**config.mk**
```make
export PLATFORM = sky130hd
export DESIGN_NAME = qp2m_queue
export DESIGN_NICKNAME = d
export VERILOG_FILES = /design/src/sv/qp2m_pkg.sv /design/src/sv/qp2m_queue.sv
export SDC_FILE = /design/constraint.sdc
export NUM_CORES = 1
export LEC_CHECK = 0
export CORE_MARGIN = 10
export CORE_UTILIZATION = 33
export DETAILED_ROUTE_END_ITERATION = 16
export DONT_BUFFER_PORTS = 1
export MAX_ROUTING_LAYER = met4
export PLACE_DENSITY = 0.53
export SYNTH_ARGS = -nofsm -noshare
export SYNTH_HDL_FRONTEND = slang
export SYNTH_SLANG_ARGS = --single-unit
```
**constraint.sdc**
```tcl
create_clock -name clock -period 1.45 [get_ports clock]
set_clock_uncertainty 0.05 [all_clocks]
set_input_delay 0.29 -clock clock [delete_from_list [all_inputs] [get_ports clock]]
set_output_delay 0.29 -clock clock [all_outputs]
set_load 0.1 [all_outputs]
```
**src/sv/qp2m_pkg.sv**
```systemverilog
// ----------------------------------------------------------------------------
// qp2m_pkg
// shared types and constants for the pose to transform block
// ----------------------------------------------------------------------------
package qp2m_pkg;

   localparam int QUAT_BITS_DEF = 16;
   localparam int FRAC_BITS_DEF = 16;
   localparam int TRANS_W       = 32;
   localparam int QIN_W         = 16;
   localparam int ENTRY_W       = 32;
   localparam int N_ENTRY       = 9;
   localparam int QUEUE_DEPTH   = 2;

   typedef struct packed {
      logic signed [TRANS_W-1:0] trans_x;
      logic signed [TRANS_W-1:0] trans_y;
      logic signed [TRANS_W-1:0] trans_z;
      logic signed [QIN_W-1:0]   quat_x;
      logic signed [QIN_W-1:0]   quat_y;
      logic signed [QIN_W-1:0]   quat_z;
      logic signed [QIN_W-1:0]   quat_w;
   } req_type;

   typedef struct packed {
      logic [1:0]                column_index;
      logic signed [ENTRY_W-1:0] row_zero;
      logic signed [ENTRY_W-1:0] row_one;
      logic signed [ENTRY_W-1:0] row_two;
      logic                      pose_valid;
      logic                      is_last;
   } rsp_type;

   typedef enum logic [1:0] {
      BK_IDLE,
      BK_DIV,
      BK_EMIT
   } back_state_type;

   localparam logic [1:0] COL_TRANS = 2'd3;

endpackage

```
**src/sv/qp2m_queue.sv**
```systemverilog
// ----------------------------------------------------------------------------
// qp2m_queue
// small job queue between front and back
// ----------------------------------------------------------------------------
module qp2m_queue
   import qp2m_pkg::*;
#(
   parameter int WIDTH = 8
) (
   input  logic             clock,
   input  logic             reset,
   input  logic             push,
   input  logic [WIDTH-1:0] push_data,
   output logic             full,
   input  logic             pop,
   output logic [WIDTH-1:0] pop_data,
   output logic             empty
);

   localparam int PW = (QUEUE_DEPTH > 1) ? $clog2(QUEUE_DEPTH) : 1;

   logic [WIDTH-1:0] mem [QUEUE_DEPTH];
   logic [PW-1:0]    wr_ff, wr_in, rd_ff, rd_in;
   logic [PW:0]      cnt_ff, cnt_in;

   assign full     = (cnt_ff == (PW+1)'(QUEUE_DEPTH));
   assign empty    = (cnt_ff == '0);
   assign pop_data = mem[rd_ff];

   always_comb begin
      wr_in  = wr_ff;
      rd_in  = rd_ff;
      cnt_in = cnt_ff;
      if (push) begin
         wr_in = (wr_ff == PW'(QUEUE_DEPTH-1)) ? '0 : wr_ff + 1'b1;
      end
      if (pop) begin
         rd_in = (rd_ff == PW'(QUEUE_DEPTH-1)) ? '0 : rd_ff + 1'b1;
      end
      if (push && !pop) begin
         cnt_in = cnt_ff + 1'b1;
      end else if (pop && !push) begin
         cnt_in = cnt_ff - 1'b1;
      end
   end

   always_ff @(posedge clock) begin
      if (reset) begin
         wr_ff  <= '0;
         rd_ff  <= '0;
         cnt_ff <= '0;
      end else begin
         wr_ff  <= wr_in;
         rd_ff  <= rd_in;
         cnt_ff <= cnt_in;
      end
   end

   always_ff @(posedge clock) begin
      if (push) begin
         mem[wr_ff] <= push_data;
      end
   end

endmodule

```
==> metrics <==
Post-CTS Setup Bufs 0; Cell Area, Placed 0.00105 sq mm; P&R area growth vs syn 54.8%; Port Buf Inserts 0; post-synthesis cell count 47; CP Class register to primary output; Syn Std Cell Area 783 sq um; Clock Tree Buf Depth 2; clock insertion delay at the later pin of the skew report 300 ps; DRC viols 0; Post-DP HPWL between 1000 and 1500 um; final net count 87; Worst Path Arrival about 1300 ps; Slew @ Worst Pin ~400 ps; first-pass GRT wire length 2240 um; max-slew violation count 0; Die H approximately 69 um; failing checks negative setup slack; total routed wirelength ~1500 um; FF+latch count, synth 21; Main synth FF type edfxtp_1; CTS tree built; PnR Total Power 0.00157 W; top layer reached by signal wires met4; CTS Buf Count 3; initial antenna violation count 0; final worst-path cycle share 111%; Max-Slew Margin vs Limit 73.3%; Leakage 0.478 nW; metal3 WL between 150 and 200 um; # IOs 22; # rows 17; Largest delay share family, worst path flip-flops; vias per inst 4.45; H-tree depth 1; pwr/cell area 1300 mW/mm^2; CP max-delay cell dfxtp_2; Worst Path Max Fanout 4; Final min period about 1600 ps; worst vdd ir 0.000755 V; CTS clock-pin slew for the worst setup and hold paths 110 ps; share of Yosys cell area claimed by the top area cell type 61.3%; CTS Sinks 21; TritonRoute pass-1 iters 4; die width 68.7 um; Clk Tree Root Cell clkbuf_4; layout cell share with drive strength beyond 1 between 40 and 50%; WL/cell 14.5 um; core area 0.00223 sq mm; Critical path buffers and inverters 2; max cap viols 0; Syn Area/Cell ~17 sq um; status finished with violations; Initial Util 35.1%; final setup margin -157 ps; hold violation count in the final report 0; Fmax about 620 MHz; post-synth top area cell edfxtp_1; Netlist cell types 15; CP max stage delay around 360 ps; largest net degree at the start of global routing 13; min-delay worst type input port to register; Final Cell Area 0.00121 sq mm; Post-synth EDFFs 16; Die Area 0.00472 sq mm; sequential cell area fraction in the yosys report 74.1%; placer congestion estimate 0.701; synth warn 0; final-report setup violation count 8; CP Data Required Time 1110 ps; metal1 wirelength 517 um; total grt overflow 0; Worst Setup Start Kind register; top cells by area, synth edfxtp_1 (61%), dfxtp_1 (13%), mux2_2 (12%); GRT Total Usage 6.99%; met2 WL 763 um; async set-reset flop share out of synthesis 0%; Final ANT Viol Nets 0; TNS Setup -1210 ps; syn_nets 60; cells along the critical path buf_6, mux2_4, buf_12; # diodes 0; via count 449; RSZ-0062 raised after global routing true; vias in the first global route 463; drt first-iter violations 5; Worst Setup End Kind primary output
cells by family after synthesis:
family | synth area share (%)
AND/OR/NAND/NOR | 5.91
XOR/XNOR | 4.47
flip-flops | 74.1
buffers and inverters | 1.12
multiplexers | 11.5
AO/OA/AOI/OAI | 1.28
adder cells (fa/ha/maj) | 1.60
metal layers:
metal | vias to the layer above | track usage, %
met1 | 213 | 6.37
met3 | 2 | 4.19
li1 | 221 | -
met4 | 0 | 4.43
met5 | - | -
met2 | 13 | 10.9
placed cells by master, fill, tap and decap left out:
cell,count
dfxtp_1,2
a21oi_1,1
buf_4,2
nor2_1,4
buf_12,10
ha_1,1
xnor2_1,2
o21ai_0,1
dfxtp_2,2
dlygate4sd3_1,9
nor2_4,1
and2b_2,1
or3_1,1
mux2_4,8
buf_6,2
inv_1,1
xor2_1,2
edfxtp_1,16
clkinv_2,1
nor2b_1,1
and2_1,1
clkbuf_4,3
dfxtp_4,1
state kept, by name, indices dropped and copies added, names as in the netlist, named ones only:
signal and flops:
rd_ff 1, cnt_ff 2, mem 16, wr_ff 1
synthesized netlist by cell type, types with 2 or more instances:
cell type  instances
mux2_2             8
nor2_1             5
edfxtp_1          16
xor2_1             2
dfxtp_1            5
xnor2_1            2
power breakdown:
group          total (W)  switching (W)  internal (W)
Combinational   0.000584       0.000350      0.000234
Sequential      0.000723      0.0000257      0.000698
Clock           0.000268       0.000165      0.000103
Total            0.00157       0.000541       0.00103
stage by stage:
stage,hold slack (ps),instances,setup slack (ps),util [%]
2_1_floorplan,309,47,92.4,-
3_3_place_gp,311,88,134,47.1
3_5_place_dp,314,88,122,47.1
4_1_cts,13.7,93,-180,50.6
5_1_grt,79.3,101,-217,54.3
6_report,89.7,101,-157,54.3
cell type report:
cell class,instances,area [sq um]
Fill cell,190,1020
Sequential cell,21,587
Timing Repair Buffer,23,328
Multi-Input combinational cell,24,231
Tap cell,28,35.0
Clock buffer,3,22.5
Clock inverter,1,5.00
Inverter,1,3.75
final timing paths:
check                               start          end  slack (ps)  depth (start not counted)
worst max-delay path             register  pop_data[6]        -160                          3
worst min-delay path                 push        wr_ff          90                          2
worst max register to register      wr_ff    mem[1][6]         300                          1
worst min register to register  cnt_ff[1]    cnt_ff[1]         460                          2
timing repair:
action	4_1_cts	5_1_grt
setup endpoints to repair	9	9
hold buffers	1	8
resized for setup	13	1
hold endpoints to repair	5	16
Power figures use the tool's default switching activity.
