===== config.mk =====
export PLATFORM = sky130hd
export DESIGN_NAME = qp2m_back
export DESIGN_NICKNAME = d
export VERILOG_FILES = /design/src/sv/qp2m_pkg.sv /design/src/sv/qp2m_back.sv
export SDC_FILE = /design/constraint.sdc
export NUM_CORES = 1
export LEC_CHECK = 0
export ABC_CLOCK_PERIOD_IN_PS = 1400
export BUFFER_PORTS_ARGS = -buffer_cell sky130_fd_sc_hd__buf_2
export CAP_MARGIN = 20
export CORE_MARGIN = 8
export CORE_UTILIZATION = 30
export DETAILED_ROUTE_END_ITERATION = 12
export PLACE_DENSITY = 0.67
export SLEW_MARGIN = 20
export SYNTH_ARGS = -nofsm -noshare
export SYNTH_HDL_FRONTEND = slang
export SYNTH_SLANG_ARGS = --single-unit

===== constraint.sdc =====
create_clock -name clock -period 1.4 [get_ports clock]
set_input_delay 0.14 -clock clock [delete_from_list [all_inputs] [get_ports clock]]
set_output_delay 0.14 -clock clock [all_outputs]
set_load 0.02 [all_outputs]

===== src/sv/qp2m_pkg.sv =====
// ----------------------------------------------------------------------------
// qp2m_pkg
// shared types and constants for the pose to transform block
// ----------------------------------------------------------------------------
package qp2m_pkg;

   localparam int QUAT_BITS_DEF = 16;
   localparam int FRAC_BITS_DEF = 16;
   localparam int TRANS_W       = 32;
   localparam int QIN_W         = 16;
   localparam int ENTRY_W       = 32;
   localparam int N_ENTRY       = 9;
   localparam int QUEUE_DEPTH   = 2;

   typedef struct packed {
      logic signed [TRANS_W-1:0] trans_x;
      logic signed [TRANS_W-1:0] trans_y;
      logic signed [TRANS_W-1:0] trans_z;
      logic signed [QIN_W-1:0]   quat_x;
      logic signed [QIN_W-1:0]   quat_y;
      logic signed [QIN_W-1:0]   quat_z;
      logic signed [QIN_W-1:0]   quat_w;
   } req_type;

   typedef struct packed {
      logic [1:0]                column_index;
      logic signed [ENTRY_W-1:0] row_zero;
      logic signed [ENTRY_W-1:0] row_one;
      logic signed [ENTRY_W-1:0] row_two;
      logic                      pose_valid;
      logic                      is_last;
   } rsp_type;

   typedef enum logic [1:0] {
      BK_IDLE,
      BK_DIV,
      BK_EMIT
   } back_state_type;

   localparam logic [1:0] COL_TRANS = 2'd3;

endpackage


===== src/sv/qp2m_back.sv =====
// ----------------------------------------------------------------------------
// qp2m_back
// nine bit-serial rounding dividers and the column sequencer
// ----------------------------------------------------------------------------
module qp2m_back
   import qp2m_pkg::*;
#(
   parameter int QUAT_BITS = QUAT_BITS_DEF,
   parameter int FRAC_BITS = FRAC_BITS_DEF,
   parameter int JOB_W     = 8
) (
   input  logic             clock,
   input  logic             reset,
   input  logic             empty,
   input  logic [JOB_W-1:0] pop_data,
   output logic             pop,
   output logic             rsp_valid,
   input  logic             rsp_stall,
   output rsp_type          rsp_data
);

   localparam int SW = 2*QUAT_BITS + 1;
   localparam int MW = 2*QUAT_BITS + 1;
   localparam int FB = FRAC_BITS;
   localparam int QW = FB + 1;
   localparam int NW = MW + FB + 2;
   localparam int CW = $clog2(QW + 1);

   back_state_type state_ff, state_in;

   logic signed [TRANS_W-1:0] tz, ty, tx;
   logic                      nz;
   logic [SW-1:0]             s;
   logic [N_ENTRY-1:0][MW-1:0] mag;
   logic [N_ENTRY-1:0]        neg;

   logic [NW-1:0]  rem_ff [N_ENTRY];
   logic [NW-1:0]  rem_in [N_ENTRY];
   logic [QW-1:0]  q_ff   [N_ENTRY];
   logic [QW-1:0]  q_in   [N_ENTRY];
   logic [NW-1:0]  d_ff, d_in;
   logic [CW-1:0]  cnt_ff, cnt_in;
   logic [1:0]     col_ff, col_in;
   logic [N_ENTRY-1:0] neg_ff, neg_in;
   logic           nz_ff, nz_in;
   logic signed [TRANS_W-1:0] tx_ff, ty_ff, tz_ff, tx_in, ty_in, tz_in;

   logic           ov_ff, ov_in;
   rsp_type        od_ff, od_in;
   logic           out_free;
   logic signed [ENTRY_W-1:0] val [N_ENTRY];

   assign {tz, ty, tx, nz, s, mag, neg} = pop_data;
   assign out_free  = !ov_ff || !rsp_stall;
   assign rsp_valid = ov_ff;
   assign rsp_data  = od_ff;

   always_comb begin
      for (int e = 0; e < N_ENTRY; e++) begin
         val[e] = neg_ff[e] ? -ENTRY_W'(q_ff[e]) : ENTRY_W'(q_ff[e]);
      end
   end

   always_comb begin
      state_in = state_ff;
      pop      = 1'b0;
      d_in     = d_ff;
      cnt_in   = cnt_ff;
      col_in   = col_ff;
      neg_in   = neg_ff;
      nz_in    = nz_ff;
      tx_in    = tx_ff;
      ty_in    = ty_ff;
      tz_in    = tz_ff;
      ov_in    = ov_ff && rsp_stall;
      od_in    = od_ff;
      for (int e = 0; e < N_ENTRY; e++) begin
         rem_in[e] = rem_ff[e];
         q_in[e]   = q_ff[e];
      end
      case (state_ff)
         BK_IDLE: begin
            if (!empty) begin
               pop    = 1'b1;
               d_in   = NW'(s) << (FB + 1);
               cnt_in = '0;
               neg_in = neg;
               nz_in  = nz;
               tx_in  = tx;
               ty_in  = ty;
               tz_in  = tz;
               for (int e = 0; e < N_ENTRY; e++) begin
                  // numerator mag * 2^(FB+1) + s, divisor 2s
                  rem_in[e] = (NW'(mag[e]) << (FB + 1)) + NW'(s);
                  q_in[e]   = '0;
               end
               state_in = BK_DIV;
            end
         end
         BK_DIV: begin
            for (int e = 0; e < N_ENTRY; e++) begin
               if (rem_ff[e] >= d_ff) begin
                  rem_in[e] = rem_ff[e] - d_ff;
                  q_in[e]   = {q_ff[e][QW-2:0], 1'b1};
               end else begin
                  q_in[e]   = {q_ff[e][QW-2:0], 1'b0};
               end
            end
            d_in   = d_ff >> 1;
            cnt_in = cnt_ff + 1'b1;
            if (cnt_ff == CW'(QW - 1)) begin
               col_in   = '0;
               state_in = BK_EMIT;
            end
         end
         BK_EMIT: begin
            if (out_free) begin
               ov_in              = 1'b1;
               od_in.column_index = col_ff;
               od_in.pose_valid   = nz_ff;
               od_in.is_last      = (col_ff == COL_TRANS);
               case (col_ff)
                  2'd0: begin
                     od_in.row_zero = val[0];
                     od_in.row_one  = val[1];
                     od_in.row_two  = val[2];
                  end
                  2'd1: begin
                     od_in.row_zero = val[3];
                     od_in.row_one  = val[4];
                     od_in.row_two  = val[5];
                  end
                  2'd2: begin
                     od_in.row_zero = val[6];
                     od_in.row_one  = val[7];
                     od_in.row_two  = val[8];
                  end
                  default: begin
                     od_in.row_zero = tx_ff;
                     od_in.row_one  = ty_ff;
                     od_in.row_two  = tz_ff;
                  end
               endcase
               if (!nz_ff) begin
                  od_in.row_zero = '0;
                  od_in.row_one  = '0;
                  od_in.row_two  = '0;
               end
               col_in = col_ff + 1'b1;
               if (col_ff == COL_TRANS) begin
                  state_in = BK_IDLE;
               end
            end
         end
         default: begin
            state_in = BK_IDLE;
         end
      endcase
   end

   always_ff @(posedge clock) begin
      if (reset) begin
         state_ff <= BK_IDLE;
         ov_ff    <= 1'b0;
      end else begin
         state_ff <= state_in;
         ov_ff    <= ov_in;
      end
   end

   always_ff @(posedge clock) begin
      d_ff   <= d_in;
      cnt_ff <= cnt_in;
      col_ff <= col_in;
      neg_ff <= neg_in;
      nz_ff  <= nz_in;
      tx_ff  <= tx_in;
      ty_ff  <= ty_in;
      tz_ff  <= tz_in;
      od_ff  <= od_in;
      for (int e = 0; e < N_ENTRY; e++) begin
         rem_ff[e] <= rem_in[e];
         q_ff[e]   <= q_in[e];
      end
   end

endmodule


==> impl_metrics.ini <==
[run_status]
status = finished clean

[sta]
slew_viol_final = 0
post-route-period-util = 0.931
skew_ns = 0.00328
finalCriticalPeriod_ns = 1.30
fmax_mhz = 767
hold_violations = 0
setup-violations-final = 0
rsz0062_at_grt = no
fin_setup_tns_ns = 0

[global_routing]
grt_overflow = 0
grt_pass1_vias = 807
grt_antenna_before_repair = 0
grt_start_max_net_pins = 12
grt_usage = 0.0591
grt_pass1_wl_um = 3570

[pwr]
leakagePower_nw = 0.640
ir_drop_uv = 243
p_per_area_nw_per_um2 = 970
finalPower_mw = 1.14

[finish]
drive_above_1_share = 0.116
multi_input_area_sq_um = 613
seq_area_sq_um = 360
final_cell_mix = 97 x conb_1, 10 x edfxtp_1, 8 x buf_2, 5 x buf_4
nNetsFinal = 180
diodes = 0
fillCellCount = 504
area_delta_synth_final_pct = -14.0
layout_commonest_cell = conb_1

[clock_tree]
cts_made_buffers = 3
cts_hold_buf = 0
post-cts-setup-buffers = 0
clock_path_buffers = 2
cts_tree = done
cts_sinks = 13
path_clk_slew_ns = 0.06
htree_levels = 1
cts_resized = 0
cts_root_buf = clkbuf_8
clkLatencyLatePin_ns = 0.24

[setup_path]
crit_required_ns = 1.34
endpoint_kind = flop
crit_type = reg2reg
crit_arrival_ns = 1.25
worstPathMaxFanout = 3
startpoint_type = flop

[drt]
first_pass_iters = 2
vias_per_cell = 3.13
wl_um = 2190
vias = 675
drtIter0Drc = 41
postRouteAntennaNets = 0
routedWlPerCell_um = 10.1
drc_errors = 0

[die]
core_area_sq_um = 4380
die_w_um = 83.6
start_util = 0.313
io-pin-count = 114
num_rows = 24
dieArea_sq_um = 7000
die-height_um = 83.6

[logic_synthesis]
ys_seq_area_frac = 0.263
syn_area_sq_um = 1370
avgSynthCellArea_sq_um = 9.15
yosys_warnings = 0
ys_seq_elements = 13
ys_types = 26
syn_inst = 150

[run]
maxCapViolCount = 0

[placement]
place.gp.congestion = 0.734
dp_hpwl_um = 1950
port_buffers = 8

[worst_hold_path]
min_path_type = in2reg
==> cell usage after synthesis, drive strengths merged <==
cell type | n | area [sq um]
a21boi | 1 | 7.51
a21oi | 2 | 10.0
and2 | 1 | 6.26
and3 | 2 | 12.5
buf | 99 | 747
conb | 1 | 3.75
dfxtp | 3 | 60.1
edfxtp | 10 | 300
ha | 3 | 37.5
inv | 5 | 18.8
mux2i | 2 | 20.0
nand2 | 1 | 3.75
nand2b | 2 | 12.5
nand3 | 2 | 10.0
nand3b | 2 | 15.0
nand4bb | 1 | 11.3
nor2 | 4 | 15.0
nor3 | 1 | 5.00
o2111a | 1 | 11.3
o22ai | 1 | 6.26
o32ai | 1 | 16.3
or2b | 1 | 7.51
or3b | 3 | 26.3
xnor2 | 1 | 8.76
==> stage by stage <==
step | setup WS (ns) | utilization | hold slack [ns] | cell area, sq um | cells
finish | 0.0961 | 0.269 | 0.116 | 1180 | 216
detailed placement | 0.0462 | 0.257 | 0.368 | 1130 | 212
floorplan | 0.0913 | - | 0.209 | 1730 | 246
global placement | 0.0892 | 0.257 | 0.361 | 1130 | 212
CTS | 0.0210 | 0.268 | 0.112 | 1170 | 216
global route | 0.0155 | 0.269 | 0.133 | 1180 | 216
==> sequential cells by signal, indices dropped and copies added, names as in the netlist <==
name       flops
cnt_ff         5
col_ff         2
rsp_data       3
rsp_valid      1
state_ff       2
==> final cells by class <==
type,instances,share of cell area
Clock buffer,4,0.0382
Tap cell,52,0.0551
Sequential cell,13,0.305
Multi-Input combinational cell,129,0.520
Inverter,5,0.0159
Timing Repair Buffer,13,0.0657
==> critical path, cell delays in order, from the launching register on <==
cell       delay (ns)
edfxtp_1         0.41
inv_1            0.09
ha_1             0.14
nand4bb_1        0.15
o22ai_2          0.21
==> report_power, final <==
group	total, mW	internal (mW)	switching (mW)
registers	0.462	0.443	0.0186
logic	0.344	0.0533	0.291
clock network	0.339	0.201	0.137
total	1.14	0.698	0.447
==> path summary, 6_finish.rpt <==
check | from | endpoint | slack, ns | depth (start not counted)
max | cnt_ff[1] | col_ff[0] | 0.1 | 4
min | reset | rsp_valid | 0.12 | 2
max reg2reg | cnt_ff[1] | col_ff[0] | 0.1 | 4
min reg2reg | col_ff[1] | rsp_data[99] | 0.47 | 0
==> cells by family after synthesis <==
family | share of synthesized area
compound gates | 0.0374
xor+xnor | 0.00638
fa+ha+maj | 0.0274
buf+inv | 0.558
flops | 0.263
mux | 0.0146
other cells | 0.00273
simple gates | 0.0912
==> per-layer routing <==
layer | global-route usage | part of all wire
met2 | 0.105 | 0.55
met1 | 0.0557 | 0.35
met4 | 0.0235 | 0.013
met3 | 0.0303 | 0.085
met5 | 0 | 0
(Power assumes the default switching activity.)
